--- src/rtl/assert_macros.svh ---
// Assertion macros shared by the RTL of the dual-wheel PID unit.
// Depends on nothing; the macros expand to nothing when SYNTH is defined.
`ifndef ASSERT_MACROS_SVH
`define ASSERT_MACROS_SVH

`ifndef SYNTH

`define ASSERT_HOLDS(lbl, clk, rstn, prop) \
    lbl: assert property (@(posedge clk) disable iff (!rstn) (prop)) \
        else $error("Assertion failed.");

`define ASSERT_NEXT(lbl, clk, rstn, ante, cons) \
    lbl: assert property (@(posedge clk) disable iff (!rstn) (ante) |=> (cons)) \
        else $error("Assertion failed.");

`else

`define ASSERT_HOLDS(lbl, clk, rstn, prop)

`define ASSERT_NEXT(lbl, clk, rstn, ante, cons)

`endif

`endif

--- src/rtl/dwip_pkg.sv ---
// Types, constants and helper functions of the dual-wheel PID unit.
// Depends on nothing; used by every module of the block.
package dwip_pkg;

    localparam int SPEED_BITS     = 16;
    localparam int GAIN_FRAC_BITS = 12;

    localparam int IN_BITS   = 16;
    localparam int GAIN_BITS = 16;
    localparam int PWM_BITS  = 11;
    localparam int CFG_BITS  = 16;
    localparam int IDX_BITS  = 3;

    localparam int ERR_BITS  = SPEED_BITS + 1;
    localparam int ACC_BITS  = PWM_BITS + GAIN_FRAC_BITS;
    localparam int PROD_BITS = GAIN_BITS + 1 + ERR_BITS + 2;
    localparam int INC_BITS  = PROD_BITS + 2;

    localparam int SYNC_DIV   = 4;
    localparam int SYNC_SHIFT = $clog2(SYNC_DIV);

    localparam longint GAIN_MAX    = (64'd1 << GAIN_BITS) - 1;
    localparam longint GP_RAW      = (64'd1 << GAIN_FRAC_BITS);
    localparam longint GI_RAW      = ((64'd8 << GAIN_FRAC_BITS) + 50) / 100;
    localparam longint GD_RAW      = ((64'd5 << GAIN_FRAC_BITS) + 50) / 100;
    localparam logic [GAIN_BITS-1:0] GAIN_P_RESET =
        GAIN_BITS'((GP_RAW > GAIN_MAX) ? GAIN_MAX : GP_RAW);
    localparam logic [GAIN_BITS-1:0] GAIN_I_RESET =
        GAIN_BITS'((GI_RAW > GAIN_MAX) ? GAIN_MAX : GI_RAW);
    localparam logic [GAIN_BITS-1:0] GAIN_D_RESET =
        GAIN_BITS'((GD_RAW > GAIN_MAX) ? GAIN_MAX : GD_RAW);
    localparam logic [PWM_BITS-1:0] PWM_CEIL_RESET  = PWM_BITS'(1999);
    localparam logic [PWM_BITS-1:0] PWM_FLOOR_RESET = PWM_BITS'(30);

    localparam logic signed [IN_BITS:0] SPEED_MAX = (IN_BITS+1)'((2**(SPEED_BITS-1)) - 1);
    localparam logic signed [IN_BITS:0] SPEED_MIN = (IN_BITS+1)'(-(2**(SPEED_BITS-1)));
    localparam logic signed [IN_BITS:0] ERR_MAX   = (IN_BITS+1)'((2**(ERR_BITS-1)) - 1);
    localparam logic signed [IN_BITS:0] ERR_MIN   = (IN_BITS+1)'(-(2**(ERR_BITS-1)));

    typedef logic signed [IN_BITS-1:0]  speed_t;
    typedef logic signed [ERR_BITS-1:0] err_t;
    typedef logic [GAIN_BITS-1:0]       gain_t;
    typedef logic [PWM_BITS-1:0]        pwm_t;
    typedef logic [ACC_BITS-1:0]        acc_t;

    typedef enum logic [IDX_BITS-1:0] {
        REG_GAIN_P      = 3'd0,
        REG_GAIN_I      = 3'd1,
        REG_GAIN_D      = 3'd2,
        REG_PWM_CEILING = 3'd3,
        REG_PWM_FLOOR   = 3'd4
    } cfg_reg_t;

    typedef struct packed {
        gain_t gain_p;
        gain_t gain_i;
        gain_t gain_d;
        pwm_t  pwm_ceiling;
        pwm_t  pwm_floor;
    } lane_cfg_t;

    function automatic speed_t sat_speed(input logic signed [IN_BITS:0] v);
        speed_t r;
        if (v > SPEED_MAX)
        begin
            r = IN_BITS'(SPEED_MAX);
        end
        else if (v < SPEED_MIN)
        begin
            r = IN_BITS'(SPEED_MIN);
        end
        else
        begin
            r = IN_BITS'(v);
        end
        return r;
    endfunction

    function automatic err_t sat_err(input logic signed [IN_BITS:0] v);
        err_t r;
        if (v > ERR_MAX)
        begin
            r = ERR_BITS'(ERR_MAX);
        end
        else if (v < ERR_MIN)
        begin
            r = ERR_BITS'(ERR_MIN);
        end
        else
        begin
            r = ERR_BITS'(v);
        end
        return r;
    endfunction

endpackage

--- src/rtl/dwip_sync.sv ---
// Wheel synchronisation: saturates the speeds and skews the common target per wheel.
// Depends on dwip_pkg.
module dwip_sync
    import dwip_pkg::*;
(
    input  speed_t speed_setpoint,
    input  speed_t left_speed,
    input  speed_t right_speed,
    output speed_t left_target,
    output speed_t right_target,
    output speed_t left_actual,
    output speed_t right_actual
);

    speed_t                    tgt_sat;
    logic signed [IN_BITS:0]   diff;
    logic signed [IN_BITS:0]   adj;
    logic signed [IN_BITS:0]   tgt_ext;

    always_comb
    begin
        tgt_sat      = sat_speed({speed_setpoint[IN_BITS-1], speed_setpoint});
        left_actual  = sat_speed({left_speed[IN_BITS-1], left_speed});
        right_actual = sat_speed({right_speed[IN_BITS-1], right_speed});
        diff = {left_actual[IN_BITS-1], left_actual} - {right_actual[IN_BITS-1], right_actual};
        // Division by a power of two truncating towards zero.
        if (diff < 0)
        begin
            adj = (diff + (IN_BITS+1)'(SYNC_DIV - 1)) >>> SYNC_SHIFT;
        end
        else
        begin
            adj = diff >>> SYNC_SHIFT;
        end
        tgt_ext      = {tgt_sat[IN_BITS-1], tgt_sat};
        left_target  = sat_speed(tgt_ext - adj);
        right_target = sat_speed(tgt_ext + adj);
    end

endmodule

--- config.mk ---
export PLATFORM = sky130hd
export DESIGN_NAME = dwip_sync
export DESIGN_NICKNAME = d
export VERILOG_FILES = /design/src/rtl/assert_macros.svh /design/src/rtl/dwip_pkg.sv /design/src/rtl/dwip_sync.sv
export SDC_FILE = /design/constraint.sdc
export NUM_CORES = 1
export LEC_CHECK = 0
export ABC_AREA = 1
export BUFFER_PORTS_ARGS = -buffer_cell sky130_fd_sc_hd__buf_2
export CORE_AREA = 2 2 63 125
export DETAILED_ROUTE_END_ITERATION = 8
export DIE_AREA = 0 0 65 127
export PLACE_DENSITY = 0.82
export SLEW_MARGIN = 20
export SYNTH_ARGS = -nofsm -noshare
export SYNTH_HDL_FRONTEND = slang
export SYNTH_SLANG_ARGS = --single-unit
--- constraint.sdc ---
create_clock -name vclk -period 12.1
set_clock_uncertainty 0.2 [all_clocks]
set_input_delay 3.63 -clock vclk [all_inputs]
set_output_delay 3.63 -clock vclk [all_outputs]
set_load 0.02 [all_outputs]
[Word level (Yosys, flattened, before mapping)]
Cells that the tools add are included.
Cells by class
  magnitude comparators: 11
  $add $sub $neg: 4
  mux-type cells: 11
Operators with widths (count)
  $mux W16: 10
  $gt A16 B16 Y1 const B: 3
  $lt A16 B16 Y1 const B: 3
  $gt A17 B16 Y1 const B: 2
  $lt A17 B16 Y1 const B: 2
  $add A16 B17 Y17: 1
  $add A17 B3 Y17 const B: 1
  $lt A17 B1 Y1 const B: 1
  $mux W17: 1
  $sub A16 B16 Y17: 1
  $sub A16 B17 Y17: 1
Storage, ports and cells
  bits of input ports: 48
  output and inout port bits: 64
  register bits after elaboration: 0
  word-level logic and storage cells: 26

[Depth between registers and ports, before layout]
Gate-level depths: netlist of the first run.
  word-level depth: 10
  mapped depth: 32
  mapped depth without buffers: 30

[Worst setup path before layout of the first run]
No wires, ideal clock.
  kind: input-to-output
  start: input right_speed[0]
  end: output right_target[10]
  data arrival time: 7.284 ns
  setup slack: 0.986 ns
  cell stages on the path: 28
  cells stage by stage: clkbuf_1 -> ha_1 -> fa_1 -> inv_1 -> nand3_1 -> nand2_1 -> nand2_1 -> nand2_1 -> nand2_1 -> nand3_1 -> nand2_1 -> o21ai_0 -> nand2_1 -> inv_1 -> ha_1 -> inv_1 -> fa_1 -> nand3b_1 -> nand2_2 -> a21oi_4 -> o21bai_4 -> nand2_4 -> nand3_2 -> nand2_2 -> or2_1 -> buf_6 -> buf_12 -> nand2_2
Between the ends
  cells in the longest elaborated chain, start to end: 10
  elaborated cells on any way between the ends: 13
  those cells by class: add/sub: 3; order compare: 5; mux: 5
RTL lines
  start: declaration: RTL line dwip_sync.sv:8  | input speed_t right_speed,
  $lt A16 B16 Y1: RTL line dwip_pkg.sv:68  | else if (v < SPEED_MIN)
  $mux W16: RTL line dwip_pkg.sv:68
  $mux W16 (*): RTL line dwip_pkg.sv:64  | if (v > SPEED_MAX)
  $sub A16 B16 Y17 (*): RTL line dwip_sync.sv:25  | diff = {left_actual[IN_BITS-1], left_actual} - {right_actual[IN_BITS-1], right_actual};
  $add A17 B3 Y17 / $lt A17 B1 Y1 (equally long branches): RTL line dwip_sync.sv:29, dwip_sync.sv:27
  $mux W17 (*): RTL line dwip_sync.sv:27  | if (diff < 0)
  $add A16 B17 Y17 (*): RTL line dwip_sync.sv:37  | right_target = sat_speed(tgt_ext + adj);
  $lt A17 B16 Y1: RTL line dwip_pkg.sv:68
  $mux W16: RTL line dwip_pkg.sv:68
  $mux W16 (*): RTL line dwip_pkg.sv:64
  end: declaration: RTL line dwip_sync.sv:10  | output speed_t right_target,
Every way passes the cells marked *; elsewhere a longest branch is shown, timed or not.

[Worst setup path after layout of the first run]
  start: input left_speed[0]
  end: output left_target[11]
Between the ends
  cells in the longest elaborated chain, start to end: 10
  elaborated cells on any way between the ends: 13
  those cells by class: add/sub: 3; order compare: 5; mux: 5
RTL lines
  start: declaration: RTL line dwip_sync.sv:7  | input speed_t left_speed,
  $lt A16 B16 Y1: RTL line dwip_pkg.sv:68
  $mux W16: RTL line dwip_pkg.sv:68
  $mux W16 (*): RTL line dwip_pkg.sv:64
  $sub A16 B16 Y17 (*): RTL line dwip_sync.sv:25
  $add A17 B3 Y17 / $lt A17 B1 Y1 (equally long branches): RTL line dwip_sync.sv:29, dwip_sync.sv:27
  $mux W17 (*): RTL line dwip_sync.sv:27
  $sub A16 B17 Y17 (*): RTL line dwip_sync.sv:36  | left_target = sat_speed(tgt_ext - adj);
  $lt A17 B16 Y1: RTL line dwip_pkg.sv:68
  $mux W16: RTL line dwip_pkg.sv:68
  $mux W16 (*): RTL line dwip_pkg.sv:64
  end: declaration: RTL line dwip_sync.sv:9  | output speed_t left_target,
Marks and branches as above.

==> results.cfg, run 1 <==
[worst_hold_path]
hp-class = primary input to output port

[worst_setup_path]
crit_type = primary input to output port
cp_max_fo = 15
cpPeakStageDelay_ps = 390
crit_slowest_cell = fa_1
cp_common_cell = nand2_1
crit_arrival_ps = 7780
end_kind = output port
critPathLaunchType = primary input
cp.required_ps = 8270

[final_layout]
nets = 917
area.growth.synth_to_final_pct = 9.96
design.seq.count = 0
regArea_um2 = 0
n_fill_cell = 789
drive_gt1_share_pct = 20.4
clkbuf_count = 0
diodes = 0
design_area_mm2 = 0.00432

[grt]
first_global_vias = 4632
grt_max_degree = 16
grt_pass1_wl_um = 18900
grt_overflow = 0
antenna_found_initial = 0
globalRouteTotalUtil_pct = 27.9

[sta]
hold_viol = 0
max_freq_ghz = 0.0861
postLayoutSetupSlackWorst_ps = 491
worst_slew_pin_slew_ps = 554
slew_violations = 0
finalCritPeriodShare_pct = 95.9
max-slew-margin-rel_pct = 62.7
timing.hold.ws_ps = 7290
min_period_ps = 11610
tns_ps = 0
setup_viol = 0

[placed_design]
place_area_mm2 = 0.00430
gp_congestion = 1.05
dp_hpwl_um = 10200
place_ws_ps = 400
port_buffers = 112

[routing]
drtIter0Drc = 171
final_antenna_net_count = 0
first_pass_iters = 4
vias_per_cell = 5.17
wl_per_cell_um = 12.7
drt-total-wl_um = 11500
vias = 4691
drc = 0

[die]
core_mm2 = 0.00721
initial_core_util_pct = 54.5
pin_count = 112
die-area_mm2 = 0.00826
fp.dieH_um = 127
die_w_um = 65
rows = 44

[logic_synthesis]
syn_avg_cell_area_um2 = 5.14
synth_nets = 865
synth-xor-area-share_pct = 4.87
ys_warn_count = 0
synth_fa_ha_area_share_pct = 17.1
muxShareOfSynthArea_pct = 0
syn_area_mm2 = 0.00393
synth_compound_area_share_pct = 11.0
yosys.cell_types.count = 41
synth_top_family_by_area = simple AND/OR/NAND/NOR gates
ys_seq_area_share_pct = 0
synth_cells = 765
yosys.area_share.simple_pct = 44.9

[run_status]
status = complete, no violations

[job]
drv_cap = 0

[clocking]
holdBufCountCts = 0

[power]
ir_worst_vdd_mv = 0.0778
power_density_mw_per_mm2 = 140
finalPower_mw = 0.603
power_leakage_nw = 2.79
path summary, 6_finish.rpt:
| check | startpoint | to | cells past startpoint |
|---|---|---|---|
| setup / recovery | left_speed[0] | left_target[11] | 31 |
| hold / removal | right_speed[9] | right_actual[9] | 2 |
cell families (layout without fill, tap and decap cells):
kind of cell / after synthesis / count (layout)
AOI/OAI and AO/OA: 68 / 68
adders and majority gates: 52 / 52
buffers and inverters: 209 / 259
xor gates and xnor gates: 21 / 21
and+or+nand+nor: 415 / 415
cell type report:
class	count	area, um2	share of cell area, %
Multi-Input combinational cell	556	3090	71.4
Tap cell	92	115	2.66
Timing Repair Buffer	114	576	13.3
Inverter	145	546	12.6
cell usage in the layout (no fill, tap or decap), types with 3 or more instances in the layout:
| cell | count |
|---|---|
| o21ai_2 | 3 |
| ha_1 | 47 |
| nand4_1 | 10 |
| nor2_2 | 6 |
| buf_2 | 112 |
| nand2_2 | 19 |
| nand3_1 | 44 |
| nand2_1 | 256 |
| nand3b_1 | 4 |
| and2_1 | 3 |
| o21ai_0 | 13 |
| fa_1 | 3 |
| a21oi_2 | 4 |
| o21bai_1 | 5 |
| xor2_1 | 18 |
| nor3_1 | 7 |
| nor2_1 | 57 |
| a21oi_1 | 32 |
| inv_2 | 5 |
| o21ai_1 | 4 |
| inv_1 | 139 |
where the power goes:
| part | switching (mW) | internal, mW |
|---|---|---|
| clock | 0 | 0 |
| combinational | 0.405 | 0.198 |
| sequential | 0 | 0 |
timing repair:
item,4_1_cts,5_1_grt
gates resized for setup,0,7
endpoints found under the setup margin,0,30
setup buffers,0,0
synthesized netlist by cell type, types with 5 or more instances:
master | instances | area, um2
o21bai_1 | 5 | 37.5
o21ai_0 | 14 | 70.1
inv_1 | 139 | 522
nor3_1 | 7 | 35.0
nand4_1 | 10 | 62.6
xor2_1 | 18 | 158
clkbuf_1 | 48 | 180
nand2_2 | 20 | 125
nand3_1 | 44 | 220
ha_1 | 49 | 613
nand2_1 | 256 | 961
nor2_1 | 59 | 221
buf_6 | 6 | 67.6
a21oi_1 | 32 | 160
buf_2 | 5 | 25.0
inv_2 | 5 | 18.8
per-stage QoR:
stage               cells  util, %
floorplan             765        -
global placement      907     59.6
detailed placement    907     59.6
CTS                   907     59.6
global route          907     59.9
finish                907     59.9
metal layers:
layer	up-vias	global-route usage, %	wire length, um
met5	-	0	0
met4	0	18.9	811
met3	57	0.968	358
met2	149	57.9	6570
met1	2089	23.8	3730
li1	2396	-	-
worst max-delay path: cells and delay by family:
family                   cells  cell delay (ps)
AND/OR/NAND/NOR             21             2470
adder cells (fa/ha/maj)      3              980
buffers and inverters        7              670
Note: power is estimated with default switching activity, not from simulation.
==> run 2: changes to the inputs <==
- RECOVER_POWER: default -> 25
==> run 2 against run 1 <==
  * Via count fell by 0.41%
  * Flip-flop and latch count did not move
  * Power down 0.15%
  * Combinational power is essentially flat
  * Cell area is 0.41% lower
  * Worst setup slack got worse by 21 ps
  * Non-clock buffer count stayed put
  * Fmax shrank 0.18%
  * Largest cell class unchanged
  * Critical path depth stayed put
  * Cell count stayed put
  * Die area unchanged
  * Count of clock-buffer cells in the layout unchanged
==> results.cfg, run 2 (same netlist as run 1, synthesis figures left out) <==
[die]
fp.dieH_um = 127
core_mm2 = 0.00721
die_w_um = 65
rows = 44
initial_core_util_pct = 54.5
die-area_mm2 = 0.00826
pin_count = 112

[worst_setup_path]
crit_type = primary input to output port
crit_arrival_ps = 7800
crit_slowest_cell = fa_1
cp_common_cell = nand2_1
cp.required_ps = 8270
critPathLaunchType = primary input
cp_max_fo = 15
cpPeakStageDelay_ps = 390
end_kind = output port

[final_layout]
design_area_mm2 = 0.00430
drive_gt1_share_pct = 18.7
clkbuf_count = 0
final_common_cell = nand2_1
multi_input_area_mm2 = 0.00309
diodes = 0
n_fill_cell = 801
layout_common_cells = 256 x nand2_1, 139 x inv_1, 98 x buf_2
nets = 917
design.seq.count = 0
regArea_um2 = 0
area.growth.synth_to_final_pct = 9.52

[routing]
first_pass_iters = 5
drt-total-wl_um = 11500
drc = 0
dr_wl_met3_um = 342
highest_layer = met4
final_antenna_net_count = 0
met1_length_um = 3750
drtIter0Drc = 164
vias_per_cell = 5.15
dr_wl_met2_um = 6640
wl_per_cell_um = 12.7
vias = 4672

[worst_hold_path]
min_from = right_speed[7]
hp-class = primary input to output port
whs_path_depth = 2
min_to = right_actual[7]

[sta]
worst_slew_pin_slew_ps = 561
tns_ps = 0
min_period_ps = 11630
slew_violations = 0
finalCritPeriodShare_pct = 96.1
max-slew-margin-rel_pct = 62.2
max_freq_ghz = 0.0860
hold_viol = 0
setup_viol = 0

[power]
swShare_pct = 67.2
p_comb_share_pct = 100.0
internal-power_mw = 0.198
power_leakage_nw = 2.75
ir_worst_vdd_mv = 0.0798
clkPwrFrac_pct = 0
power_density_mw_per_mm2 = 140
pwr-share-seq_pct = 0
p_switching_mw = 0.405

[placed_design]
dp_hpwl_um = 10200
gp_congestion = 1.05
port_buffers = 112
place_area_mm2 = 0.00430

[run_status]
status = complete, no violations

[grt]
grt_pass1_wl_um = 18900
globalRouteTotalUtil_pct = 27.9
grt_max_degree = 16
grt_overflow = 0
antenna_found_initial = 0
first_global_vias = 4632

[clocking]
holdBufCountCts = 0

[job]
drv_cap = 0
## run 2: cell count changes in the layout (fill, tap and decap cells not counted), sizes merged
cell	before	now
clkbuf	0	14
buf	114	100
## run 2: repair_timing
item	4_1_cts	5_1_grt
gates resized for setup	0	7
setup buffers	0	0
setup endpoints to repair	0	30
## run 2: layer usage
metal / GRT usage (%) / vias to the layer above
met3: 0.968 / 53
met5: 0 / -
li1: - / 2398
met2: 57.9 / 143
met1: 23.8 / 2078
met4: 18.9 / 0
## run 2: final cells by class
type / instances / share of cell area, %
Inverter: 145 / 12.7
Tap cell: 92 / 2.67
Timing Repair Buffer: 114 / 13.0
Multi-Input combinational cell: 556 / 71.7
## run 2: worst max-delay path, delay by kind of cell
| family | cells | cell delay (ps) |
|---|---|---|
| and+or+nand+nor | 21 | 2490 |
| buffers and inverters | 7 | 670 |
| adders and majority gates | 3 | 980 |
## run 2: metrics by stage
| stage | setup slack, ps | power [mW] | hold WS [ps] | utilization, % | cells |
|---|---|---|---|---|---|
| 6_report | 470 | 0.602 | 7290 | 59.7 | 907 |
| 5_1_grt | -26.2 | 0.667 | 7300 | 59.7 | 907 |
| 4_1_cts | 399 | 0.596 | 7290 | 59.6 | 907 |
| 3_5_place_dp | 400 | 0.595 | 7290 | 59.6 | 907 |
| 3_3_place_gp | 517 | 0.586 | 7290 | 59.6 | 907 |
| 2_1_floorplan | 986 | 0.463 | 7200 | - | 765 |
## run 2: worst max-delay path by stage
stage	start	depth (start not counted)	endpoint	slack, ps
3_5_place_dp	left_speed[0]	29	left_target[14]	400
2_1_floorplan	right_speed[0]	28	right_target[10]	990
5_1_grt	left_speed[0]	28	left_target[11]	-30
4_1_cts	left_speed[0]	29	left_target[14]	400
6_report	left_speed[0]	31	left_target[11]	470
3_3_place_gp	left_speed[0]	30	right_target[14]	520
## run 2: power by group through the flow
stage / Clock (mW) / Combinational, mW / Sequential [mW]
finish: 0 / 0.602 / 0
global route: 0 / 0.667 / 0
CTS: 0 / 0.596 / 0
detailed placement: 0 / 0.595 / 0
global placement: 0 / 0.586 / 0
floorplan: 0 / 0.463 / 0
