<file path="src/rtl/assert_macros.svh">
// Assertion macros shared by the RTL of the dual-wheel PID unit.
// Depends on nothing; the macros expand to nothing when SYNTH is defined.
`ifndef ASSERT_MACROS_SVH
`define ASSERT_MACROS_SVH

`ifndef SYNTH

`define ASSERT_HOLDS(lbl, clk, rstn, prop) \
    lbl: assert property (@(posedge clk) disable iff (!rstn) (prop)) \
        else $error("Assertion failed.");

`define ASSERT_NEXT(lbl, clk, rstn, ante, cons) \
    lbl: assert property (@(posedge clk) disable iff (!rstn) (ante) |=> (cons)) \
        else $error("Assertion failed.");

`else

`define ASSERT_HOLDS(lbl, clk, rstn, prop)

`define ASSERT_NEXT(lbl, clk, rstn, ante, cons)

`endif

`endif

</file>
<file path="src/rtl/dwip_pkg.sv">
// Types, constants and helper functions of the dual-wheel PID unit.
// Depends on nothing; used by every module of the block.
package dwip_pkg;

    localparam int SPEED_BITS     = 16;
    localparam int GAIN_FRAC_BITS = 12;

    localparam int IN_BITS   = 16;
    localparam int GAIN_BITS = 16;
    localparam int PWM_BITS  = 11;
    localparam int CFG_BITS  = 16;
    localparam int IDX_BITS  = 3;

    localparam int ERR_BITS  = SPEED_BITS + 1;
    localparam int ACC_BITS  = PWM_BITS + GAIN_FRAC_BITS;
    localparam int PROD_BITS = GAIN_BITS + 1 + ERR_BITS + 2;
    localparam int INC_BITS  = PROD_BITS + 2;

    localparam int SYNC_DIV   = 4;
    localparam int SYNC_SHIFT = $clog2(SYNC_DIV);

    localparam longint GAIN_MAX    = (64'd1 << GAIN_BITS) - 1;
    localparam longint GP_RAW      = (64'd1 << GAIN_FRAC_BITS);
    localparam longint GI_RAW      = ((64'd8 << GAIN_FRAC_BITS) + 50) / 100;
    localparam longint GD_RAW      = ((64'd5 << GAIN_FRAC_BITS) + 50) / 100;
    localparam logic [GAIN_BITS-1:0] GAIN_P_RESET =
        GAIN_BITS'((GP_RAW > GAIN_MAX) ? GAIN_MAX : GP_RAW);
    localparam logic [GAIN_BITS-1:0] GAIN_I_RESET =
        GAIN_BITS'((GI_RAW > GAIN_MAX) ? GAIN_MAX : GI_RAW);
    localparam logic [GAIN_BITS-1:0] GAIN_D_RESET =
        GAIN_BITS'((GD_RAW > GAIN_MAX) ? GAIN_MAX : GD_RAW);
    localparam logic [PWM_BITS-1:0] PWM_CEIL_RESET  = PWM_BITS'(1999);
    localparam logic [PWM_BITS-1:0] PWM_FLOOR_RESET = PWM_BITS'(30);

    localparam logic signed [IN_BITS:0] SPEED_MAX = (IN_BITS+1)'((2**(SPEED_BITS-1)) - 1);
    localparam logic signed [IN_BITS:0] SPEED_MIN = (IN_BITS+1)'(-(2**(SPEED_BITS-1)));
    localparam logic signed [IN_BITS:0] ERR_MAX   = (IN_BITS+1)'((2**(ERR_BITS-1)) - 1);
    localparam logic signed [IN_BITS:0] ERR_MIN   = (IN_BITS+1)'(-(2**(ERR_BITS-1)));

    typedef logic signed [IN_BITS-1:0]  speed_t;
    typedef logic signed [ERR_BITS-1:0] err_t;
    typedef logic [GAIN_BITS-1:0]       gain_t;
    typedef logic [PWM_BITS-1:0]        pwm_t;
    typedef logic [ACC_BITS-1:0]        acc_t;

    typedef enum logic [IDX_BITS-1:0] {
        REG_GAIN_P      = 3'd0,
        REG_GAIN_I      = 3'd1,
        REG_GAIN_D      = 3'd2,
        REG_PWM_CEILING = 3'd3,
        REG_PWM_FLOOR   = 3'd4
    } cfg_reg_t;

    typedef struct packed {
        gain_t gain_p;
        gain_t gain_i;
        gain_t gain_d;
        pwm_t  pwm_ceiling;
        pwm_t  pwm_floor;
    } lane_cfg_t;

    function automatic speed_t sat_speed(input logic signed [IN_BITS:0] v);
        speed_t r;
        if (v > SPEED_MAX)
        begin
            r = IN_BITS'(SPEED_MAX);
        end
        else if (v < SPEED_MIN)
        begin
            r = IN_BITS'(SPEED_MIN);
        end
        else
        begin
            r = IN_BITS'(v);
        end
        return r;
    endfunction

    function automatic err_t sat_err(input logic signed [IN_BITS:0] v);
        err_t r;
        if (v > ERR_MAX)
        begin
            r = ERR_BITS'(ERR_MAX);
        end
        else if (v < ERR_MIN)
        begin
            r = ERR_BITS'(ERR_MIN);
        end
        else
        begin
            r = ERR_BITS'(v);
        end
        return r;
    endfunction

endpackage

</file>
<file path="src/rtl/dwip_lane.sv">
// One incremental PID lane: error history, clamped accumulator and PWM floor.
// Depends on dwip_pkg and assert_macros.svh.
`include "assert_macros.svh"

module dwip_lane
    import dwip_pkg::*;
(
    input  logic      clk,
    input  logic      rst_n,
    input  logic      en,
    input  lane_cfg_t cfg,
    input  speed_t    target,
    input  speed_t    actual,
    output pwm_t      pwm
);

    acc_t acc_reg, acc_next;
    err_t e1_reg;
    err_t e2_reg;
    err_t err;

    logic signed [ERR_BITS:0]    d1;
    logic signed [ERR_BITS+1:0]  d2;
    logic signed [GAIN_BITS:0]   gp_s, gi_s, gd_s;
    logic signed [PROD_BITS-1:0] prod_p, prod_i, prod_d;
    logic signed [INC_BITS-1:0]  inc;
    logic signed [INC_BITS:0]    sum;
    logic signed [INC_BITS:0]    acc_top;
    pwm_t                        pwm_raw;

    always_comb
    begin
        err  = sat_err({target[IN_BITS-1], target} - {actual[IN_BITS-1], actual});
        d1   = {err[ERR_BITS-1], err} - {e1_reg[ERR_BITS-1], e1_reg};
        d2   = {{2{err[ERR_BITS-1]}}, err} - ({{2{e1_reg[ERR_BITS-1]}}, e1_reg} <<< 1)
             + {{2{e2_reg[ERR_BITS-1]}}, e2_reg};
        gp_s = $signed({1'b0, cfg.gain_p});
        gi_s = $signed({1'b0, cfg.gain_i});
        gd_s = $signed({1'b0, cfg.gain_d});
        prod_p = PROD_BITS'(gp_s) * PROD_BITS'(d1);
        prod_i = PROD_BITS'(gi_s) * PROD_BITS'(err);
        prod_d = PROD_BITS'(gd_s) * PROD_BITS'(d2);
        inc = INC_BITS'(prod_p) + INC_BITS'(prod_i) + INC_BITS'(prod_d);
        sum = (INC_BITS+1)'($signed({1'b0, acc_reg})) + (INC_BITS+1)'(inc);
        acc_top = (INC_BITS+1)'($signed({1'b0, cfg.pwm_ceiling, {GAIN_FRAC_BITS{1'b0}}}));
        if (sum > acc_top)
        begin
            acc_next = acc_top[ACC_BITS-1:0];
        end
        else if (sum < 0)
        begin
            acc_next = '0;
        end
        else
        begin
            acc_next = sum[ACC_BITS-1:0];
        end
        pwm_raw = acc_next[ACC_BITS-1:GAIN_FRAC_BITS];
        if ((pwm_raw != '0) && (pwm_raw < cfg.pwm_floor))
        begin
            pwm = cfg.pwm_floor;
        end
        else
        begin
            pwm = pwm_raw;
        end
    end

    always_ff @(posedge clk or negedge rst_n)
    begin
        if (!rst_n)
        begin
            acc_reg <= '0;
            e1_reg  <= '0;
            e2_reg  <= '0;
        end
        else if (en)
        begin
            acc_reg <= acc_next;
            e1_reg  <= err;
            e2_reg  <= e1_reg;
        end
    end

    `ASSERT_NEXT(a_hist_shift, clk, rst_n, en, e2_reg == $past(e1_reg))
    `ASSERT_NEXT(a_hist_err, clk, rst_n, en, e1_reg == $past(err))
    `ASSERT_NEXT(a_acc_hold, clk, rst_n, !en, $stable(acc_reg) && $stable(e1_reg))

endmodule

</file>
<file path="config.mk">
export PLATFORM = sky130hd
export DESIGN_NAME = dwip_lane
export DESIGN_NICKNAME = d
export VERILOG_FILES = /design/src/rtl/dwip_pkg.sv /design/src/rtl/dwip_lane.sv
export VERILOG_INCLUDE_DIRS = /design/src /design/src/rtl
export SDC_FILE = /design/constraint.sdc
export NUM_CORES = 2
export LEC_CHECK = 0
export BUFFER_PORTS_ARGS = -buffer_cell sky130_fd_sc_hd__buf_4
export CAP_MARGIN = 20
export CELL_PAD_IN_SITES_DETAIL_PLACEMENT = 1
export CELL_PAD_IN_SITES_GLOBAL_PLACEMENT = 2
export CORE_MARGIN = 4
export CORE_UTILIZATION = 46
export DETAILED_ROUTE_END_ITERATION = 8
export PLACE_DENSITY_LB_ADDON = 0.1
export SKIP_CTS_REPAIR_TIMING = 1
export SLEW_MARGIN = 10
export SYNTH_ARGS = -nofsm -noshare
export SYNTH_HDL_FRONTEND = slang
export SYNTH_SLANG_ARGS = --single-unit
</file>
<file path="constraint.sdc">
create_clock -name clk -period 35.5 [get_ports clk]
set_input_delay 1.775 -clock clk [delete_from_list [all_inputs] [get_ports clk]]
set_output_delay 1.775 -clock clk [all_outputs]
set_load 0.01 [all_outputs]
</file>
# --- Word-level counts from Yosys, hierarchy flattened ---
# Index checks and enable logic that the tools add are counted.
word_totals:
  wordCells: 25
  register_bits: 57
classes:
  n_reduce_logical: 2
  mux: 5
  multipliers: 3
  n_addsub: 7
  n_lt_le_gt_ge: 5
op_table:
  columns: ["op", "count"]
  rows:
  - ["$mux 23", 2]
  - ["$add 24x37->38", 1]
  - ["$gt 38x24->1", 1]
  - ["$lt 38x1->1 const B", 1]
  - ["$add 36x36->37", 1]
  - ["$add 35x34->36", 1]
  - ["$mul 17x19->36", 1]
  - ["$mul 17x18->35", 1]
  - ["$mul 17x17->34", 1]
  - ["$mux 17", 2]
  - ["$add 19x19->19", 1]
  - ["$sub 17x18->19", 1]
  - ["$sub 17x17->18", 1]
  - ["$gt 17x17->1 const B", 1]
  - ["$lt 17x17->1 const B", 1]
  - ["$sub 16x16->17", 1]
  - ["$lt 11x11->1", 1]
  - ["$mux 11", 1]
  - ["$reduce_bool 11->1", 1]
  - ["$logic_and 1x1->1", 1]

# --- Longest topological paths before layout ---
depth:
  ltp_word: 15
  ltp_mapped: 77
  mapped_depth_nobuf: 72

# --- Worst setup path before layout ---
# No wires, ideal clock.
synth_path:
  path_type: "input -> output"
  start: "in target[0]"
  end: "out pwm[6]"
  path_buffers: 4
  t_required_ns: 33.725
  path_stages: 72
  arrival_ns: 17.035
  path_slack_ns: 16.690
  cell_sequence: "inv_1 > ha_1 > fa_1 > nor2b_1 > o21ai_0 > a21boi_0 > o21ai_0 > a21boi_0 > o21ai_0 > a21boi_0 > o21ai_0 > a21oi_1 > clkbuf_1 > fa_1 > ha_1 > and3_1 > o311ai_0 > a311oi_1 > (+36 left out) > nor4_4 > nand4b_4 > buf_6 > mux2i_1 > nor2_1 > ha_1 > a21o_1 > a21o_1 > a21o_1 > a21oi_1 > nor2b_1 > o21ai_0 > a21boi_0 > nor3_1 > nor3b_1 > mux2i_2 > nand4_4 > mux2_4"
synth_via:
  elab_chain_cells: 15
synth_lines:
  columns: ["element", "line_no", "source"]
  rows:
  - ["start, declared", "dwip_lane.sv:12", "input speed_t target,"]
  - ["$sub 16x16->17 *", "dwip_lane.sv:33", "err = sat_err({target[IN_BITS-1], target} - {actual[IN_BITS-1], actual});"]
  - ["$lt 17x17->1", "dwip_pkg.sv:85", "else if (v < ERR_MIN)"]
  - ["$mux 17", "dwip_pkg.sv:85", null]
  - ["$mux 17 *", "dwip_pkg.sv:81", "if (v > ERR_MAX)"]
  - ["net err[10]", "dwip_lane.sv:20", "err_t err;"]
  - ["$sub 17x17->18 / $sub 17x18->19 (equally long branches)", "dwip_lane.sv:34, dwip_lane.sv:35", null]
  - ["$mul 17x18->35 / $add 19x19->19 (equally long branches)", "dwip_lane.sv:40, dwip_lane.sv:36", null]
  - ["$add 35x34->36 / $mul 17x19->36 (equally long branches)", "dwip_lane.sv:43, dwip_lane.sv:42", null]
  - ["$add 36x36->37 *", "dwip_lane.sv:43", "inc = INC_BITS'(prod_p) + INC_BITS'(prod_i) + INC_BITS'(prod_d);"]
  - ["$add 24x37->38 *", "dwip_lane.sv:44", "sum = (INC_BITS+1)'($signed({1'b0, acc_reg})) + (INC_BITS+1)'(inc);"]
  - ["$lt 38x1->1", "dwip_lane.sv:50", "else if (sum < 0)"]
  - ["$mux 23", "dwip_lane.sv:50", null]
  - ["$mux 23 *", "dwip_lane.sv:46", "if (sum > acc_top)"]
  - ["net acc_next[15]", "dwip_lane.sv:17", "acc_t acc_reg, acc_next;"]
  - ["$lt 11x11->1 / $reduce_bool 11->1 (equally long branches)", "dwip_lane.sv:59", "if ((pwm_raw != '0) && (pwm_raw < cfg.pwm_floor))"]
  - ["$logic_and 1x1->1 *", "dwip_lane.sv:59", null]
  - ["$mux 11 *", "dwip_lane.sv:59", null]
  - ["end, declared", "dwip_lane.sv:14", "output pwm_t pwm"]
# Mark *: on every way through the listed nets, which the timed path passes. The rest lies on a longest branch.

# --- Worst setup path in the final report ---
# Same ends and word-level chain as after synthesis.

==> run summary <==
Timing startpoint of the critical path: target[0]. The worst hold path was traced through 2 stages. The count of warnings emitted by yosys is 0. The tools report the initial antenna violation count as 8. Yosys mapped a number of flops with a built-in enable equal to 0. The clock reaches the later pin of the worst-skew pair after 0.38 ns. For the final sum of negative setup slack, the log shows 0 ns.

The tree built by TritonCTS fans out to 57 sinks. The run gives 0.463 as the initial core utilization. The number of nets handed over by synthesis was 5757.

The critical path endpoint was pwm[6]. Fraction of the mapped netlist area in simple logic gates: 0.145. The most common cell in the synthesized netlist is sky130_fd_sc_hd__inv_1. The transition at the pin with the smallest max-transition slack is 1.06 ns.

For the worst flop-to-flop path, the logic depth is 48. The number of rows created at floorplan was 107; the final critical-path share of the clock period was 0.592. TritonCTS built the clock tree. After global routing the overflow that remains totals 0.

Number of endpoints with negative hold slack in the final report: 0. STA puts the critical path data arrival time at 19.24 ns. The endpoint identified for the worst register-to-register timing path is acc_reg[21]. The worst setup path is captured at a primary output. Setup repair after global routing left no endpoint under its margin.

Among all stages on the critical path, the largest delay is contributed by sky130_fd_sc_hd__and2_1. STA classifies the critical path startpoint as an input port. The register bit count reported by yosys works out to 57. The run gives 39400 µm² as the post-synthesis instance area. The achievable frequency was 0.0476 GHz; the area added between synthesis and finish was 6.42%.

Sorting the synthesized cells by how often they occur yields sky130_fd_sc_hd__inv_1 (1269), sky130_fd_sc_hd__fa_1 (994), sky130_fd_sc_hd__nand2_1 (507), sky130_fd_sc_hd__and2_1 (358), sky130_fd_sc_hd__ha_1 (336). The HPWL after detailed placement is 104000 µm. The top-area cell type share of the netlist area is 0.505. Subtracting the final worst setup slack from the clock period gives 21.02 ns. At the worst endpoint, the required time is 33.72 ns. After synthesis, the largest family of logic cells by area is adder cells.

For this run, the slowest stage of the critical path takes 0.61 ns. Setup slack closes at 14.48 ns. For the total routing resource utilization after global routing, the log shows 0.273. The share of async-settable or async-resettable flops after synthesis is 1.00. Max-cap violations in this run came to 0. The remaining max-slew budget at the tightest pin is 0.290, and the first-pass GRT wire length is 188000 µm.

The vertical extent of the die came out at 301 µm. 116 I/O pins were placed. At the placement stage, the worst setup path has a slack of 14.42 ns. The detail route stage leaves a number of antenna-violating nets equal to 0.

Averaged over all synthesized cells, the footprint is 9.12 µm². Entering global routing, the biggest net connects 62 pins. The number of global-route vias before repair was 31.8k. The max-slew violation count was 0; the layout filler cell count was 9886. The tools report the sequential-to-total area share from yosys stat as 0.0362.

Counting stages on the worst path, the most repeated cell is sky130_fd_sc_hd__fa_1. The worst-case register-to-register setup slack came out at 20.81 ns. The first routing iteration left 1269 violations. The routed via count was 27.9k.

Dividing the detail-routed wire length by the instance count gives 21.3 µm. The number of buffers on the longest clock path is 2, and the multiplexer share of the synthesized area is 0.0127. Ranked by total cell area, the synthesized netlist is headed by sky130_fd_sc_hd__fa_1 (51%), sky130_fd_sc_hd__inv_1 (12%), sky130_fd_sc_hd__ha_1 (11%), sky130_fd_sc_hd__and2_1 (5.7%), sky130_fd_sc_hd__nand2_1 (4.8%).

The floorplan step defined a die boundary enclosing 90400 µm². In this run the number of H-tree levels came out at 3. The final layout contains 5781 nets. Routability-driven placement finished with a final weighted congestion of 0.872. The ratio of routed vias to standard cells is 5.07, and the worst-case clock skew is 0.00756 ns. The register with the most flip-flops in the layout has 23 of them. Synthesized-area fraction occupied by ao, oa, aoi and oai cells: 0.0445. The tree is rooted in a sky130_fd_sc_hd__clkbuf_16.

In this run, distinct cell masters in the synthesized netlist total 74. The synthesized design spends more area on one cell type than any other, namely sky130_fd_sc_hd__fa_1. Along the worst path, the maximum fanout reaches 22. In this run, CTS created clock tree buffers numbering 9. The startpoint identified for the worst register-to-register timing path is e1_reg[1]. Setup violations remaining at the end of the flow were counted as 0. Category of the critical setup timing path: in2out.

The first TritonRoute pass finished after 5 iterations. Clock-pin slew was measured on the worst setup and hold paths at 0.05 ns. The tools report the core footprint as 85000 µm². In the routed design, unresolved DRC markers number 0. In this run the horizontal extent of the chip is 301 µm. The cell count after synthesis came out at 4322. Fraction of layout cells with a size suffix above 1: 0.0586. Post-synthesis share of cell area spent on full adders, half adders and majority gates: 0.612. After detailed routing, the total wire length is 117000 µm. The most used flip-flop cell after synthesis is sky130_fd_sc_hd__dfrtp_1. Buffers placed on the I/O ports in this run total 115.

The flow ran to the end, and the final reports show no timing, DRC or antenna violations. The xor and xnor area share after synthesis works out to 0.0140. The path class of the tightest hold or removal check is reg2reg.
[through the flow]
| step | hold slack [ns] | util | instances | cell area [µm²] |
|---|---|---|---|---|
| 2_1_floorplan | 0.450 | - | 4322 | 39400 |
| 3_3_place_gp | 0.461 | 0.489 | 5479 | 41600 |
| 3_5_place_dp | 0.476 | 0.489 | 5479 | 41600 |
| 4_1_cts | 0.489 | 0.493 | 5495 | 41900 |
| 5_1_grt | 0.507 | 0.493 | 5495 | 41900 |
| 6_report | 0.484 | 0.493 | 5497 | 41900 |
[how the worst min path moves through the flow]
stage | from | end
final | e1_reg[3] | e2_reg[3]
after global routing | e1_reg[7] | e2_reg[7]
after CTS | e1_reg[3] | e2_reg[3]
after detailed placement | e1_reg[3] | e2_reg[3]
after global placement | e1_reg[9] | e2_reg[9]
after floorplan | e1_reg[15] | e2_reg[15]
[cell families after synthesis]
logic type,Yosys count
buffers and inverters,1422
AOI/OAI and AO/OA,265
adders and majority gates,1330
xor gates and xnor gates,63
muxes,45
DFF,57
and+or+nand+nor,1140
[layout make-up]
cell class                 count  area, µm²  share of cell area
antenna                        2       5.00            0.000119
clock inverter                 4       97.6             0.00233
clock buffer                  12        267             0.00636
timing repair buffer         165       1240              0.0295
tap                         1144       1430              0.0341
inverter                    1270       4770               0.114
multi-input combinational   2843      32700               0.780
sequential                    57       1430              0.0340
[metal layers]
| metal | track usage | vias to the layer above | part of all wire |
|---|---|---|---|
| met3 | 0.0349 | 97 | 0.047 |
| li1 | - | 12500 | - |
| met1 | 0.403 | 14800 | 0.47 |
| met4 | 0.0602 | 0 | 0.023 |
| met5 | 0 | - | 0 |
| met2 | 0.434 | 512 | 0.46 |
[placed cells by master, fill, tap and decap left out, types with 12 or more instances in the layout]
master / netlist / final
sky130_fd_sc_hd__ha_1: 336 / 336
sky130_fd_sc_hd__xnor2_1: 48 / 42
sky130_fd_sc_hd__a21o_1: 23 / 23
sky130_fd_sc_hd__a21boi_0: 12 / 12
sky130_fd_sc_hd__nor3_1: 19 / 18
sky130_fd_sc_hd__nand2b_1: 24 / 24
sky130_fd_sc_hd__nor2_1: 78 / 72
sky130_fd_sc_hd__nand2_1: 507 / 507
sky130_fd_sc_hd__xor2_1: 15 / 15
sky130_fd_sc_hd__dfrtp_1: 57 / 57
sky130_fd_sc_hd__o21ai_0: 77 / 77
sky130_fd_sc_hd__fa_1: 994 / 994
sky130_fd_sc_hd__a21oi_1: 52 / 50
sky130_fd_sc_hd__or2_2: 18 / 18
sky130_fd_sc_hd__mux2i_1: 17 / 17
sky130_fd_sc_hd__nand3_1: 15 / 15
sky130_fd_sc_hd__mux2_2: 23 / 23
sky130_fd_sc_hd__inv_1: 1269 / 1269
sky130_fd_sc_hd__nor2b_1: 73 / 73
sky130_fd_sc_hd__buf_4: 0 / 165
sky130_fd_sc_hd__and2_1: 358 / 358
[critical path, delay by kind of cell]
family / cells / cell delay (ns)
adder cells (fa/ha/maj): 16 / 6.86
AO/OA/AOI/OAI: 23 / 4.40
AND/OR/NAND/NOR: 15 / 3.44
buffers and inverters: 12 / 1.39
multiplexers: 3 / 0.95
XOR/XNOR: 2 / 0.41
Power is left out: the tool's default activity adds up to more than one toggle a clock period on the data nets, which glitch-free logic cannot reach.
